--- src/rtl/srfp_pkg.sv ---
package srfp_pkg;

	// Field widths
	localparam int DIST_W  = 10;
	localparam int STALE_W = 8;
	localparam int DIR_W   = 16;
	localparam int VEC_W   = 11;
	localparam int PROD_W  = DIST_W + 1 + DIR_W;
	localparam int BYTE_W  = 8;
	localparam int CFG_IDX_W = 3;
	localparam int CFG_DATA_W = 16;
	localparam int OUT_TDATA_W = 48;

	// Queue between front and back
	localparam int QUEUE_DEPTH = 4;

	// Input kinds
	localparam logic KIND_BYTE = 1'b0;
	localparam logic KIND_TICK = 1'b1;

	// Register indexes
	localparam logic [CFG_IDX_W-1:0] REG_MIN_DIST  = 3'd0;
	localparam logic [CFG_IDX_W-1:0] REG_MAX_DIST  = 3'd1;
	localparam logic [CFG_IDX_W-1:0] REG_MAX_STALE = 3'd2;
	localparam logic [CFG_IDX_W-1:0] REG_DIR_X     = 3'd3;
	localparam logic [CFG_IDX_W-1:0] REG_DIR_Y     = 3'd4;
	localparam logic [CFG_IDX_W-1:0] REG_DIR_Z     = 3'd5;

	// Frame characters
	localparam logic [BYTE_W-1:0] CHAR_R     = 8'h52;
	localparam logic [BYTE_W-1:0] CHAR_ZERO  = 8'h30;
	localparam logic [BYTE_W-1:0] CHAR_NINE  = 8'h39;
	localparam logic [STALE_W-1:0] STALE_SAT = 8'hFF;

	// Reset values of the registers
	localparam logic [DIST_W-1:0]  MIN_DIST_RST  = 10'd0;
	localparam logic [DIST_W-1:0]  MAX_DIST_RST  = 10'd999;
	localparam logic [STALE_W-1:0] MAX_STALE_RST = 8'd5;
	localparam logic signed [DIR_W-1:0] DIR_X_RST = 16'sd0;
	localparam logic signed [DIR_W-1:0] DIR_Y_RST = 16'sd0;
	localparam logic signed [DIR_W-1:0] DIR_Z_RST = -16'sd16384;

	// Q2.14 scaling
	localparam int FRAC_BITS = 14;

	typedef struct packed {
		logic [DIST_W-1:0]       min_dist;
		logic [DIST_W-1:0]       max_dist;
		logic [STALE_W-1:0]      max_stale;
		logic signed [DIR_W-1:0] dir_x;
		logic signed [DIR_W-1:0] dir_y;
		logic signed [DIR_W-1:0] dir_z;
	} cfg_t;

	// One sample job handed from front to back
	typedef struct packed {
		logic [DIST_W-1:0] dist_cm;
		logic              healthy;
	} job_t;

	// Queue status seen by front and back
	typedef struct packed {
		logic full;
		logic not_empty;
	} q_status_t;

	// Round half away from zero by 2^FRAC_BITS, then saturate to VEC_W bits
	function automatic logic [VEC_W-1:0] round_sat(input logic signed [PROD_W-1:0] prod);
		logic [PROD_W-1:0] mag;
		logic [PROD_W-1:0] rnd;
		logic [VEC_W-1:0]  res;
		mag = prod[PROD_W-1] ? PROD_W'(-prod) : PROD_W'(prod);
		rnd = (mag + PROD_W'(1 << (FRAC_BITS - 1))) >> FRAC_BITS;
		if (prod[PROD_W-1]) begin
			if (rnd >= PROD_W'(1 << (VEC_W - 1)))
				res = {1'b1, {(VEC_W-1){1'b0}}};
			else
				res = VEC_W'(-rnd);
		end else begin
			if (rnd >= PROD_W'(1 << (VEC_W - 1)))
				res = {1'b0, {(VEC_W-1){1'b1}}};
			else
				res = rnd[VEC_W-1:0];
		end
		return res;
	endfunction

endpackage

--- src/rtl/srfp_front.sv ---
module srfp_front (
	input  logic                            clk,
	input  logic                            arst_n,
	input  logic                            in_accept,
	input  logic                            in_kind,
	input  logic [srfp_pkg::BYTE_W-1:0]     in_byte,
	input  srfp_pkg::cfg_t                  cfg,
	output logic                            push,
	output srfp_pkg::job_t                  push_job
);

	localparam logic [2:0] PH_HUNT  = 3'd0;
	localparam logic [2:0] PH_CHAR1 = 3'd1;
	localparam logic [2:0] PH_CHAR2 = 3'd2;
	localparam logic [2:0] PH_CHAR3 = 3'd3;
	localparam logic [2:0] PH_TERM  = 3'd4;

	logic [2:0]                     phase_q;
	logic [srfp_pkg::DIST_W-1:0]    digit_q;
	logic                           stopped_q;
	logic [srfp_pkg::DIST_W-1:0]    last_dist_q;
	logic [srfp_pkg::STALE_W-1:0]   ticks_q;

	logic                           is_digit;
	logic [srfp_pkg::DIST_W-1:0]    digit_next;
	logic [srfp_pkg::DIST_W-1:0]    floor_d;
	logic                           byte_acc;
	logic                           tick_acc;

	assign byte_acc = in_accept && (in_kind == srfp_pkg::KIND_BYTE);
	assign tick_acc = in_accept && (in_kind == srfp_pkg::KIND_TICK);

	// Decimal accumulate, wraps at 10 bits
	assign is_digit = (in_byte >= srfp_pkg::CHAR_ZERO) && (in_byte <= srfp_pkg::CHAR_NINE);
	assign digit_next = (digit_q << 3) + (digit_q << 1)
		+ srfp_pkg::DIST_W'(in_byte - srfp_pkg::CHAR_ZERO);

	// Frame parser
	always_ff @(posedge clk or negedge arst_n) begin
		if (!arst_n) begin
			phase_q     <= PH_HUNT;
			digit_q     <= '0;
			stopped_q   <= 1'b0;
			last_dist_q <= '0;
		end else if (byte_acc) begin
			unique case (phase_q)
				PH_CHAR1, PH_CHAR2, PH_CHAR3: begin
					if (!stopped_q && is_digit)
						digit_q <= digit_next;
					else
						stopped_q <= 1'b1;
					phase_q <= phase_q + 3'd1;
				end
				PH_TERM: begin
					last_dist_q <= digit_q;
					phase_q     <= PH_HUNT;
				end
				default: begin
					if (in_byte == srfp_pkg::CHAR_R) begin
						digit_q   <= '0;
						stopped_q <= 1'b0;
						phase_q   <= PH_CHAR1;
					end else begin
						phase_q <= PH_HUNT;
					end
				end
			endcase
		end
	end

	// Staleness counter: cleared on commit, saturating count of ticks
	always_ff @(posedge clk or negedge arst_n) begin
		if (!arst_n) begin
			ticks_q <= srfp_pkg::STALE_SAT;
		end else if (byte_acc && phase_q == PH_TERM) begin
			ticks_q <= '0;
		end else if (tick_acc && ticks_q != srfp_pkg::STALE_SAT) begin
			ticks_q <= ticks_q + 1'b1;
		end
	end

	// Clamp floor first, then ceiling
	assign floor_d = (last_dist_q < cfg.min_dist) ? cfg.min_dist : last_dist_q;

	assign push = tick_acc;
	assign push_job.dist_cm = (floor_d > cfg.max_dist) ? cfg.max_dist : floor_d;
	assign push_job.healthy = (last_dist_q >= cfg.min_dist) && (last_dist_q <= cfg.max_dist)
		&& (ticks_q <= cfg.max_stale);

endmodule

--- src/rtl/srfp_queue.sv ---
module srfp_queue #(
	parameter int DEPTH = srfp_pkg::QUEUE_DEPTH
) (
	input  logic               clk,
	input  logic               arst_n,
	input  logic               push,
	input  srfp_pkg::job_t     push_job,
	input  logic               pop,
	output srfp_pkg::job_t     pop_job,
	output srfp_pkg::q_status_t status
);

	localparam int PTR_W = (DEPTH > 1) ? $clog2(DEPTH) : 1;
	localparam int CNT_W = $clog2(DEPTH + 1);
	localparam logic [PTR_W-1:0] LAST_PTR = PTR_W'(DEPTH - 1);
	localparam logic [CNT_W-1:0] FULL_CNT = CNT_W'(DEPTH);

	srfp_pkg::job_t     mem_q [DEPTH];
	logic [PTR_W-1:0]   wr_ptr_q;
	logic [PTR_W-1:0]   rd_ptr_q;
	logic [CNT_W-1:0]   count_q;

	// Entry storage
	always_ff @(posedge clk) begin
		if (push)
			mem_q[wr_ptr_q] <= push_job;
	end

	// Pointers and fill count
	always_ff @(posedge clk or negedge arst_n) begin
		if (!arst_n) begin
			wr_ptr_q <= '0;
			rd_ptr_q <= '0;
			count_q  <= '0;
		end else begin
			if (push)
				wr_ptr_q <= (wr_ptr_q == LAST_PTR) ? '0 : wr_ptr_q + 1'b1;
			if (pop)
				rd_ptr_q <= (rd_ptr_q == LAST_PTR) ? '0 : rd_ptr_q + 1'b1;
			if (push && !pop)
				count_q <= count_q + 1'b1;
			else if (pop && !push)
				count_q <= count_q - 1'b1;
		end
	end

	assign pop_job          = mem_q[rd_ptr_q];
	assign status.full      = (count_q == FULL_CNT);
	assign status.not_empty = (count_q != '0);

endmodule

--- src/rtl/srfp_back.sv ---
module srfp_back (
	input  logic                            clk,
	input  logic                            arst_n,
	input  logic                            job_valid,
	input  srfp_pkg::job_t                  job,
	output logic                            pop,
	input  srfp_pkg::cfg_t                  cfg,
	output logic                            out_valid,
	input  logic                            out_ready,
	output logic [srfp_pkg::DIST_W-1:0]     out_dist,
	output logic                            out_healthy,
	output logic [srfp_pkg::VEC_W-1:0]      out_x,
	output logic [srfp_pkg::VEC_W-1:0]      out_y,
	output logic [srfp_pkg::VEC_W-1:0]      out_z
);

	logic                                   vld_s1;
	srfp_pkg::job_t                         job_s1;
	logic signed [srfp_pkg::PROD_W-1:0]     prod_x_s1;
	logic signed [srfp_pkg::PROD_W-1:0]     prod_y_s1;
	logic signed [srfp_pkg::PROD_W-1:0]     prod_z_s1;

	logic                                   vld_s2;
	logic                                   adv_s2;
	logic                                   adv_s1;
	logic signed [srfp_pkg::DIST_W:0]       dist_sx;

	// Stage advance: output register frees when taken
	assign adv_s2 = !vld_s2 || out_ready;
	assign adv_s1 = !vld_s1 || adv_s2;
	assign pop    = job_valid && adv_s1;

	assign dist_sx = $signed({1'b0, job.dist_cm});

	// Stage 1: products of distance and direction
	always_ff @(posedge clk or negedge arst_n) begin
		if (!arst_n)
			vld_s1 <= 1'b0;
		else if (adv_s1)
			vld_s1 <= job_valid;
	end

	always_ff @(posedge clk) begin
		if (pop) begin
			job_s1    <= job;
			prod_x_s1 <= dist_sx * cfg.dir_x;
			prod_y_s1 <= dist_sx * cfg.dir_y;
			prod_z_s1 <= dist_sx * cfg.dir_z;
		end
	end

	// Stage 2: rounding, saturation, output register
	always_ff @(posedge clk or negedge arst_n) begin
		if (!arst_n)
			vld_s2 <= 1'b0;
		else if (adv_s2)
			vld_s2 <= vld_s1;
	end

	always_ff @(posedge clk) begin
		if (adv_s2 && vld_s1) begin
			out_dist    <= job_s1.dist_cm;
			out_healthy <= job_s1.healthy;
			out_x       <= srfp_pkg::round_sat(prod_x_s1);
			out_y       <= srfp_pkg::round_sat(prod_y_s1);
			out_z       <= srfp_pkg::round_sat(prod_z_s1);
		end
	end

	assign out_valid = vld_s2;

endmodule

--- src/rtl/sonar_range_frame_parser_unit.sv ---
// Sonar range frame parser.
// Slave stream: one item per transfer; s_tuser is the kind (0 = serial byte,
// 1 = sample tick), s_tdata the received byte. Bytes are parsed as frames
// 'R' c c c t; the terminator commits the distance read from the leading
// decimal digits. Each tick produces one master transfer carrying the
// clamped distance, the health flag and the distance scaled by the
// Q2.14 direction; bytes produce no output.
// Config channel: cfg_index selects a register (0 min, 1 max, 2 stale limit,
// 3..5 direction x/y/z), cfg_data the value; always ready. Write only when
// no tick is in flight.
// Throughput: one item per cycle while s_tready is high. A tick accepted
// passes the job queue and the multiply stage, then is rounded/saturated
// into the output register, which drives m_tvalid.
// When the receiver stalls, results wait in the output register, the
// multiply stage and a small job queue; s_tready drops only once that queue
// is full. Reset clears the parser, the staleness count (to saturated) and
// all registers to their defaults; no clearing pass is needed.
module sonar_range_frame_parser_unit #(
	parameter int QUEUE_DEPTH = srfp_pkg::QUEUE_DEPTH
) (
	input  logic                                clk,
	input  logic                                arst_n,
	input  logic                                s_tvalid,
	output logic                                s_tready,
	input  logic [srfp_pkg::BYTE_W-1:0]         s_tdata,   // [7:0] rx_byte
	input  logic                                s_tuser,   // [0] kind
	output logic                                m_tvalid,
	input  logic                                m_tready,
	output logic [srfp_pkg::OUT_TDATA_W-1:0]    m_tdata,   // [9:0] distance_cm, [20:10] vec_x,
	                                                       // [31:21] vec_y, [42:32] vec_z, rest 0
	output logic                                m_tuser,   // [0] healthy
	input  logic                                cfg_valid,
	output logic                                cfg_ready,
	input  logic [srfp_pkg::CFG_IDX_W-1:0]      cfg_index,
	input  logic [srfp_pkg::CFG_DATA_W-1:0]     cfg_data
);

	srfp_pkg::cfg_t             cfg_q;
	srfp_pkg::job_t             push_job;
	srfp_pkg::job_t             pop_job;
	srfp_pkg::q_status_t        q_status;
	logic                       push;
	logic                       pop;
	logic                       in_accept;
	logic [srfp_pkg::DIST_W-1:0] out_dist;
	logic                       out_healthy;
	logic [srfp_pkg::VEC_W-1:0] out_x;
	logic [srfp_pkg::VEC_W-1:0] out_y;
	logic [srfp_pkg::VEC_W-1:0] out_z;

	// Configuration registers
	assign cfg_ready = 1'b1;

	always_ff @(posedge clk or negedge arst_n) begin
		if (!arst_n) begin
			cfg_q.min_dist  <= srfp_pkg::MIN_DIST_RST;
			cfg_q.max_dist  <= srfp_pkg::MAX_DIST_RST;
			cfg_q.max_stale <= srfp_pkg::MAX_STALE_RST;
			cfg_q.dir_x     <= srfp_pkg::DIR_X_RST;
			cfg_q.dir_y     <= srfp_pkg::DIR_Y_RST;
			cfg_q.dir_z     <= srfp_pkg::DIR_Z_RST;
		end else if (cfg_valid && cfg_ready) begin
			unique case (cfg_index)
				srfp_pkg::REG_MIN_DIST:  cfg_q.min_dist  <= cfg_data[srfp_pkg::DIST_W-1:0];
				srfp_pkg::REG_MAX_DIST:  cfg_q.max_dist  <= cfg_data[srfp_pkg::DIST_W-1:0];
				srfp_pkg::REG_MAX_STALE: cfg_q.max_stale <= cfg_data[srfp_pkg::STALE_W-1:0];
				srfp_pkg::REG_DIR_X:     cfg_q.dir_x     <= $signed(cfg_data);
				srfp_pkg::REG_DIR_Y:     cfg_q.dir_y     <= $signed(cfg_data);
				srfp_pkg::REG_DIR_Z:     cfg_q.dir_z     <= $signed(cfg_data);
				default: ;
			endcase
		end
	end

	// Input handshake: held off only by a full job queue
	assign s_tready  = !q_status.full;
	assign in_accept = s_tvalid && s_tready;

	srfp_front u_front (
		.clk       (clk),
		.arst_n    (arst_n),
		.in_accept (in_accept),
		.in_kind   (s_tuser),
		.in_byte   (s_tdata),
		.cfg       (cfg_q),
		.push      (push),
		.push_job  (push_job)
	);

	srfp_queue #(
		.DEPTH (QUEUE_DEPTH)
	) u_queue (
		.clk      (clk),
		.arst_n   (arst_n),
		.push     (push),
		.push_job (push_job),
		.pop      (pop),
		.pop_job  (pop_job),
		.status   (q_status)
	);

	srfp_back u_back (
		.clk         (clk),
		.arst_n      (arst_n),
		.job_valid   (q_status.not_empty),
		.job         (pop_job),
		.pop         (pop),
		.cfg         (cfg_q),
		.out_valid   (m_tvalid),
		.out_ready   (m_tready),
		.out_dist    (out_dist),
		.out_healthy (out_healthy),
		.out_x       (out_x),
		.out_y       (out_y),
		.out_z       (out_z)
	);

	// Output packing
	assign m_tdata = {
		{(srfp_pkg::OUT_TDATA_W - srfp_pkg::DIST_W - 3 * srfp_pkg::VEC_W){1'b0}},
		out_z, out_y, out_x, out_dist
	};
	assign m_tuser = out_healthy;

	// Queue is never popped empty
	a_pop_nonempty: assert property (@(posedge clk) disable iff (!arst_n)
		pop |-> q_status.not_empty)
		else $error("job queue popped while empty");

	// Queue is never pushed full
	a_push_notfull: assert property (@(posedge clk) disable iff (!arst_n)
		push |-> !q_status.full)
		else $error("job queue pushed while full");

	// A healthy sample lies within the configured range
	a_healthy_range: assert property (@(posedge clk) disable iff (!arst_n)
		(m_tvalid && m_tuser) |-> (out_dist >= cfg_q.min_dist && out_dist <= cfg_q.max_dist))
		else $error("healthy sample outside configured range");

	// A tick accepted into an empty back end is presented on m_tvalid
	a_tick_latency: assert property (@(posedge clk) disable iff (!arst_n)
		(push && !q_status.not_empty && !m_tvalid) |-> ##3 m_tvalid)
		else $error("tick result not presented on time");

endmodule
--- config.mk ---
export PLATFORM = sky130hd
export DESIGN_NAME = sonar_range_frame_parser_unit
export DESIGN_NICKNAME = d
export VERILOG_FILES = /design/src/rtl/srfp_pkg.sv /design/src/rtl/srfp_front.sv /design/src/rtl/srfp_queue.sv /design/src/rtl/srfp_back.sv /design/src/rtl/sonar_range_frame_parser_unit.sv
export SDC_FILE = /design/constraint.sdc
export NUM_CORES = 2
export LEC_CHECK = 0
export ABC_AREA = 1
export BUFFER_PORTS_ARGS = -buffer_cell sky130_fd_sc_hd__buf_4
export CAP_MARGIN = 20
export CORE_MARGIN = 3
export CORE_UTILIZATION = 38
export DETAILED_ROUTE_END_ITERATION = 16
export MAX_ROUTING_LAYER = met4
export PLACE_DENSITY_LB_ADDON = 0.3
export SLEW_MARGIN = 20
export SYNTH_ARGS = -nofsm -noshare
export SYNTH_HDL_FRONTEND = slang
export SYNTH_SLANG_ARGS = --single-unit
export TNS_END_PERCENT = 20
--- constraint.sdc ---
create_clock -name clk -period 12.7 [get_ports clk]
set_clock_uncertainty 0.15 [all_clocks]
set_input_delay 1.27 -clock clk [delete_from_list [all_inputs] [get_ports clk]]
set_output_delay 1.27 -clock clk [all_outputs]
set_load 0.01 [all_outputs]
### Word level (Yosys, flattened, before mapping)

Memory sizes are Yosys's and may differ from the RTL's.
Index checks and enable logic that the tools add are counted.

* output and inout port bits: 52
* memories: 1
* word-level logic and storage cells: 142
* input bits: 33
* register bits: 253
* memory bits (writable): 44

Memories
* u_queue.mem_q: words 4, width 11, rd ports 1, clocked after memory_dff 0, write ports 1, line srfp_queue.sv:18 `srfp_pkg::job_t mem_q [DEPTH];`

* order comparisons: 10
* equal/unequal tests: 16
* multiplexer cells: 30
* bitwise gates (word level): 2
* $mul: 3
* add/sub/neg operators: 18
* reductions and logical operators: 36

Operators by type and width (number)
* $mux 11: 9
* $add 27x14->27 const B: 3
* $mul 11x16->27: 3
* $mux 27: 3
* $neg 27->27: 3
* $mux 10: 4
* $ge 13x11->1 const B: 3
* $neg 11->11: 3
* $add 10x10->10: 2
* $pmux 10 s2: 1
* $mux 8: 2
* $reduce_and 2->1: 7
* $logic_and 1x1->1: 13
* $eq 3x2->1 const B: 4
* $eq 3x3->1 const B: 4
* $ge 10x10->1: 1
* $gt 10x10->1: 1
* $le 10x10->1: 1
* $lt 10x10->1: 1
* $sub 8x6->9 const B: 1
* $add 8x1->8 const B: 1
* $eq 8x7->1 const B: 1
* $ge 8x6->1 const B: 1
* $le 8x6->1 const B: 1
* 22 further kinds: 42

### Depth between registers and ports, before layout

* depth in word-level cells: 8
* depth in mapped cells: 31
* gate-level depth less buffers: 29

### Modules after synthesis

Synthesis repeated with hierarchy kept, for this count alone.

* cell total of the unflattened synthesis: 4470
* area, all modules: 35646.7 µm²

Modules (own cells, without submodules)
* srfp_back: area each 26715.6 µm², cells an instance 3416, instances 1, sequential area each 4134.0 µm²
* srfp_front: area each 3624.7 µm², cells an instance 524, instances 1, sequential area each 810.8 µm²
* sonar_range_frame_parser_unit: area each 3123.0 µm², cells an instance 349, instances 1, sequential area each 1916.8 µm²
* srfp_queue: area each 2183.3 µm², cells an instance 181, instances 1, sequential area each 1496.4 µm²

### Worst setup path before layout

No wires, ideal clock.

* kind: register to register
* from: register u_queue.rd_ptr_q[0]
* to: register u_back.prod_x_s1[24] (netlist name) (data pin)
* setup slack: 6576 ps
* path buffers: 2
* stages on the path, launching flop included: 27
* setup time: 265 ps
* period minus slack after synthesis: 6124 ps
* required time: 12285 ps
* data arrival time: 5709 ps
* cell sequence: dfrtp_1 -> inv_1 -> clkbuf_1 -> nand2_1 -> nand3_1 -> nand2_1 -> inv_1 -> clkbuf_1 -> nand2_1 -> fa_1 -> fa_1 -> inv_1 -> fa_1 -> fa_1 -> inv_1 -> fa_1 -> inv_1 -> ha_1 -> a21oi_1 -> inv_1 -> nor2_1 -> o21ai_0 -> a21oi_1 -> o21ai_0 -> a21oi_1 -> o21ai_0 -> xor2_1

* longest elaborated chain between the ends: 2

RTL lines
* start, declared: line srfp_queue.sv:20 `logic [PTR_W-1:0] rd_ptr_q;`
* start signal, assigned: line srfp_queue.sv:39 `rd_ptr_q <= (rd_ptr_q == LAST_PTR) ? '0 : rd_ptr_q + 1'b1;`
* $mem_v2 4x11
* $mul 11x16->27: line srfp_back.sv:46 `prod_x_s1 <= dist_sx * cfg.dir_x;`
* end signal, assigned: line srfp_back.sv:46
* end, declared: line srfp_back.sv:19 `logic signed [srfp_pkg::PROD_W-1:0] prod_x_s1;`

Every way passes these cells.
A chain may end at the register's enable or synchronous reset.

### Final worst setup path

Same ends and word-level chain as after synthesis.

==> reports/metrics.cfg <==
[yosys]
synth_adder_area_share=0.351
syn_inst=4139
ys_seq_elements=297
syn_area_sq_mm=0.0341
yosys.area_share.xor_xnor=0.0276
ys_seq_area_frac=0.245
synth_top_family_by_area=adder cells
ys_types=62
postSynthAreaPerCell_sq_um=8.25
ys_warn_count=0
ys.flop_type=edfxtp_1
synthSimpleGateAreaFrac=0.198
synth-edff-count=180
synth_mux_area_frac=0
synth-compound-area-share=0.0634
async_reset_ff_frac=0.394

[global_route]
grt_util_met3=0.0252
grt-busiest-layer=met2
grtUsageTotal=0.181
grt.overflow.total=0
grt_first_pass_wirelength_microns=134000
antenna_found_initial=0
met2_usage=0.307
grt_max_degree=60
first_global_vias=26000
globalRouteMet1Util=0.228

[clock_network]
cts_resized=0
cts_root_buffer=clkbuf_16
numCtsBuffers=40
cts_sinks=297
clkTransAtPathRegs_ps=60
cts-htree-levels=2
cts_tree=done
insertion_delay_ps=610
cts.path.max_buffers=3
cts_setup_buffers=0
cts_hold_buffers=0

[route]
drcViolationCount=0
final_antenna_net_count=0
wl_per_cell_microns=15.0
via_count=25600
drt_iter0_drc=1338
viasPerCell=4.79
finalWirelength_microns=80300
firstDrtPassIters=5

[sta]
relSlewSlack=0.330
hold_viol=0
max_freq_mhz=126
finalMaxSlewViolations=0
post-route-period-util=0.625
tightest_slew_ps=1000
setup_tns_ps=0
worst_slack_ps=4760
fin_crit_ps=7940
rsz0062_at_grt=no
finalSetupViolCount=0

[hold_path]
min_to=u_back.out_dist[6]
worstHoldStart=u_back.job_s1[7]
min_path_type=register to register
min_path_cells=0

[final_layout]
fill_cells=8820
fin_cells=5357
drive_gt1_frac=0.0644
finalNetCount=4886
antenna_cells=0
syn_to_final_growth_pct=8.92

[critical_path]
crit_type=register to register
required_ps=12850
worstReg2RegStart=u_queue.rd_ptr_q[0]
endpoint_kind=register
critical_path.startpoint_type=register
worstRegToRegCells=25
r2r_end=u_back.prod_x_s1[24]
crit_arrival_ps=8090
regToRegSetupSlack_ps=4760
critPathMaxFanout=25

[floorplanning]
dieArea_sq_mm=0.0935
die_y_microns=306
die_w_microns=306
rows=109
core_sq_mm=0.0888
initial_core_util=0.385
pin_count=85

[placed_design]
gp_congestion=0.854
port_buffers=78
hpwlAfterDp_microns=63700
post-place-ws_ps=4830
place_inst=5282

[run]
maxCapViolCount=0

[run_status]
status=complete, no violations

-- sequential cells by signal, indices dropped and copies added (netlist names), 2 cells and up --
register and flops:
cfg_q 76, u_queue.mem_q 44, u_back.prod_x_s1 27, u_back.prod_y_s1 27, u_back.prod_z_s1 27, u_back.job_s1 11, u_back.out_x 11, u_back.out_y 11
u_back.out_z 11, u_back.out_dist 10, u_front.digit_q 10, u_front.last_dist_q 10, u_front.ticks_q 8, u_front.phase_q 3, u_queue.count_q 3, u_queue.rd_ptr_q 2
u_queue.wr_ptr_q 2
-- layout by cell type (no fill, tap or decap), types with 6 or more instances in the layout --
cell / count
inv_1: 894
nand2_1: 859
nor2_1: 445
fa_1: 443
ha_1: 250
o21ai_0: 194
edfxtp_1: 180
nand3_1: 168
a21oi_1: 118
dfrtp_1: 97
buf_4: 96
xor2_1: 59
xnor2_1: 45
clkbuf_16: 40
nand2_2: 35
nand4_1: 29
dfstp_2: 20
nor2_2: 19
o21ai_1: 19
nand3b_1: 15
nor3_1: 14
nor2_4: 12
nand3_2: 9
o21bai_1: 8
clkinv_1: 7
nor4_1: 7
o22ai_1: 7
clkbuf_1: 7
a31oi_1: 6
conb_1: 6
-- worst max-delay path, stage by stage, from the launching register on --
cell      delay (ps)
dfrtp_1          810
inv_1            530
nand2_1          170
nand3_1           80
nand2_1          400
clkinv_1         640
buf_4            460
nand2_1          120
fa_1             410
inv_1             90
fa_1             410
fa_1             470
fa_1             500
inv_1             50
fa_1             470
inv_1             40
ha_1             360
a21oi_1          220
inv_1             60
nor2_1           100
o21ai_0          140
a21oi_1          230
o21ai_0          190
a21oi_1          260
o21ai_0          130
xor2_1           150
-- cell usage after synthesis (all sizes together) (20+ instances only) --
cell,n,share of area
ha,250,0.092
dfrtp,97,0.071
nand4,29,0.0053
fa,443,0.26
inv,897,0.099
nand3,177,0.027
buf,32,0.0047
o21ai,215,0.032
edfxtp,180,0.16
xor2,61,0.016
nor2,476,0.056
dfstp,20,0.015
nand2,897,0.10
xnor2,45,0.012
a21oi,120,0.018
clkbuf,89,0.011
-- cells by family after synthesis --
kind of cell	count (synthesis)
other	2
adder cells (fa/ha/maj)	693
AND/OR/NAND/NOR	1622
buffers and inverters	1022
flip-flops	297
XOR/XNOR	106
AO/OA/AOI/OAI	397
-- how the worst max path moves through the flow --
stage                           endpoint  slack, ps                 from  cells past startpoint
floorplan           u_back.prod_x_s1[24]       6580  u_queue.rd_ptr_q[0]                     26
global placement    u_back.prod_x_s1[24]       5000  u_queue.rd_ptr_q[0]                     25
detailed placement  u_back.prod_x_s1[24]       4830  u_queue.rd_ptr_q[0]                     25
CTS                 u_back.prod_x_s1[24]       4760  u_queue.rd_ptr_q[0]                     25
global route        u_back.prod_x_s1[24]       4220  u_queue.rd_ptr_q[0]                     25
finish              u_back.prod_x_s1[24]       4760  u_queue.rd_ptr_q[0]                     25
-- per-layer routing --
| layer | vias up | wire length (microns) |
|---|---|---|
| met1 | 12400 | 35900 |
| li1 | 12700 | - |
| met3 | 116 | 3320 |
| met2 | 451 | 39100 |
| met5 | - | 0 |
| met4 | 0 | 1890 |
-- layout make-up --
cell class	count	area, sq um	area share
Multi-Input combinational cell	2824	21900	0.590
Clock buffer	52	1100	0.0295
Inverter	901	3390	0.0910
Tap cell	1165	1460	0.0392
Clock inverter	22	245	0.00659
Sequential cell	297	8360	0.225
Timing Repair Buffer	96	721	0.0194
-- metrics by stage --
stage	area (sq um)	utilization	hold WS [ps]
floorplan	34200	-	250
global placement	35800	0.404	256
detailed placement	35800	0.404	255
CTS	37200	0.419	266
global route	37200	0.419	288
finish	37200	0.419	264
Power is not shown: default switching activity piles up to over one toggle a cycle in this logic, so the estimate is an artifact.
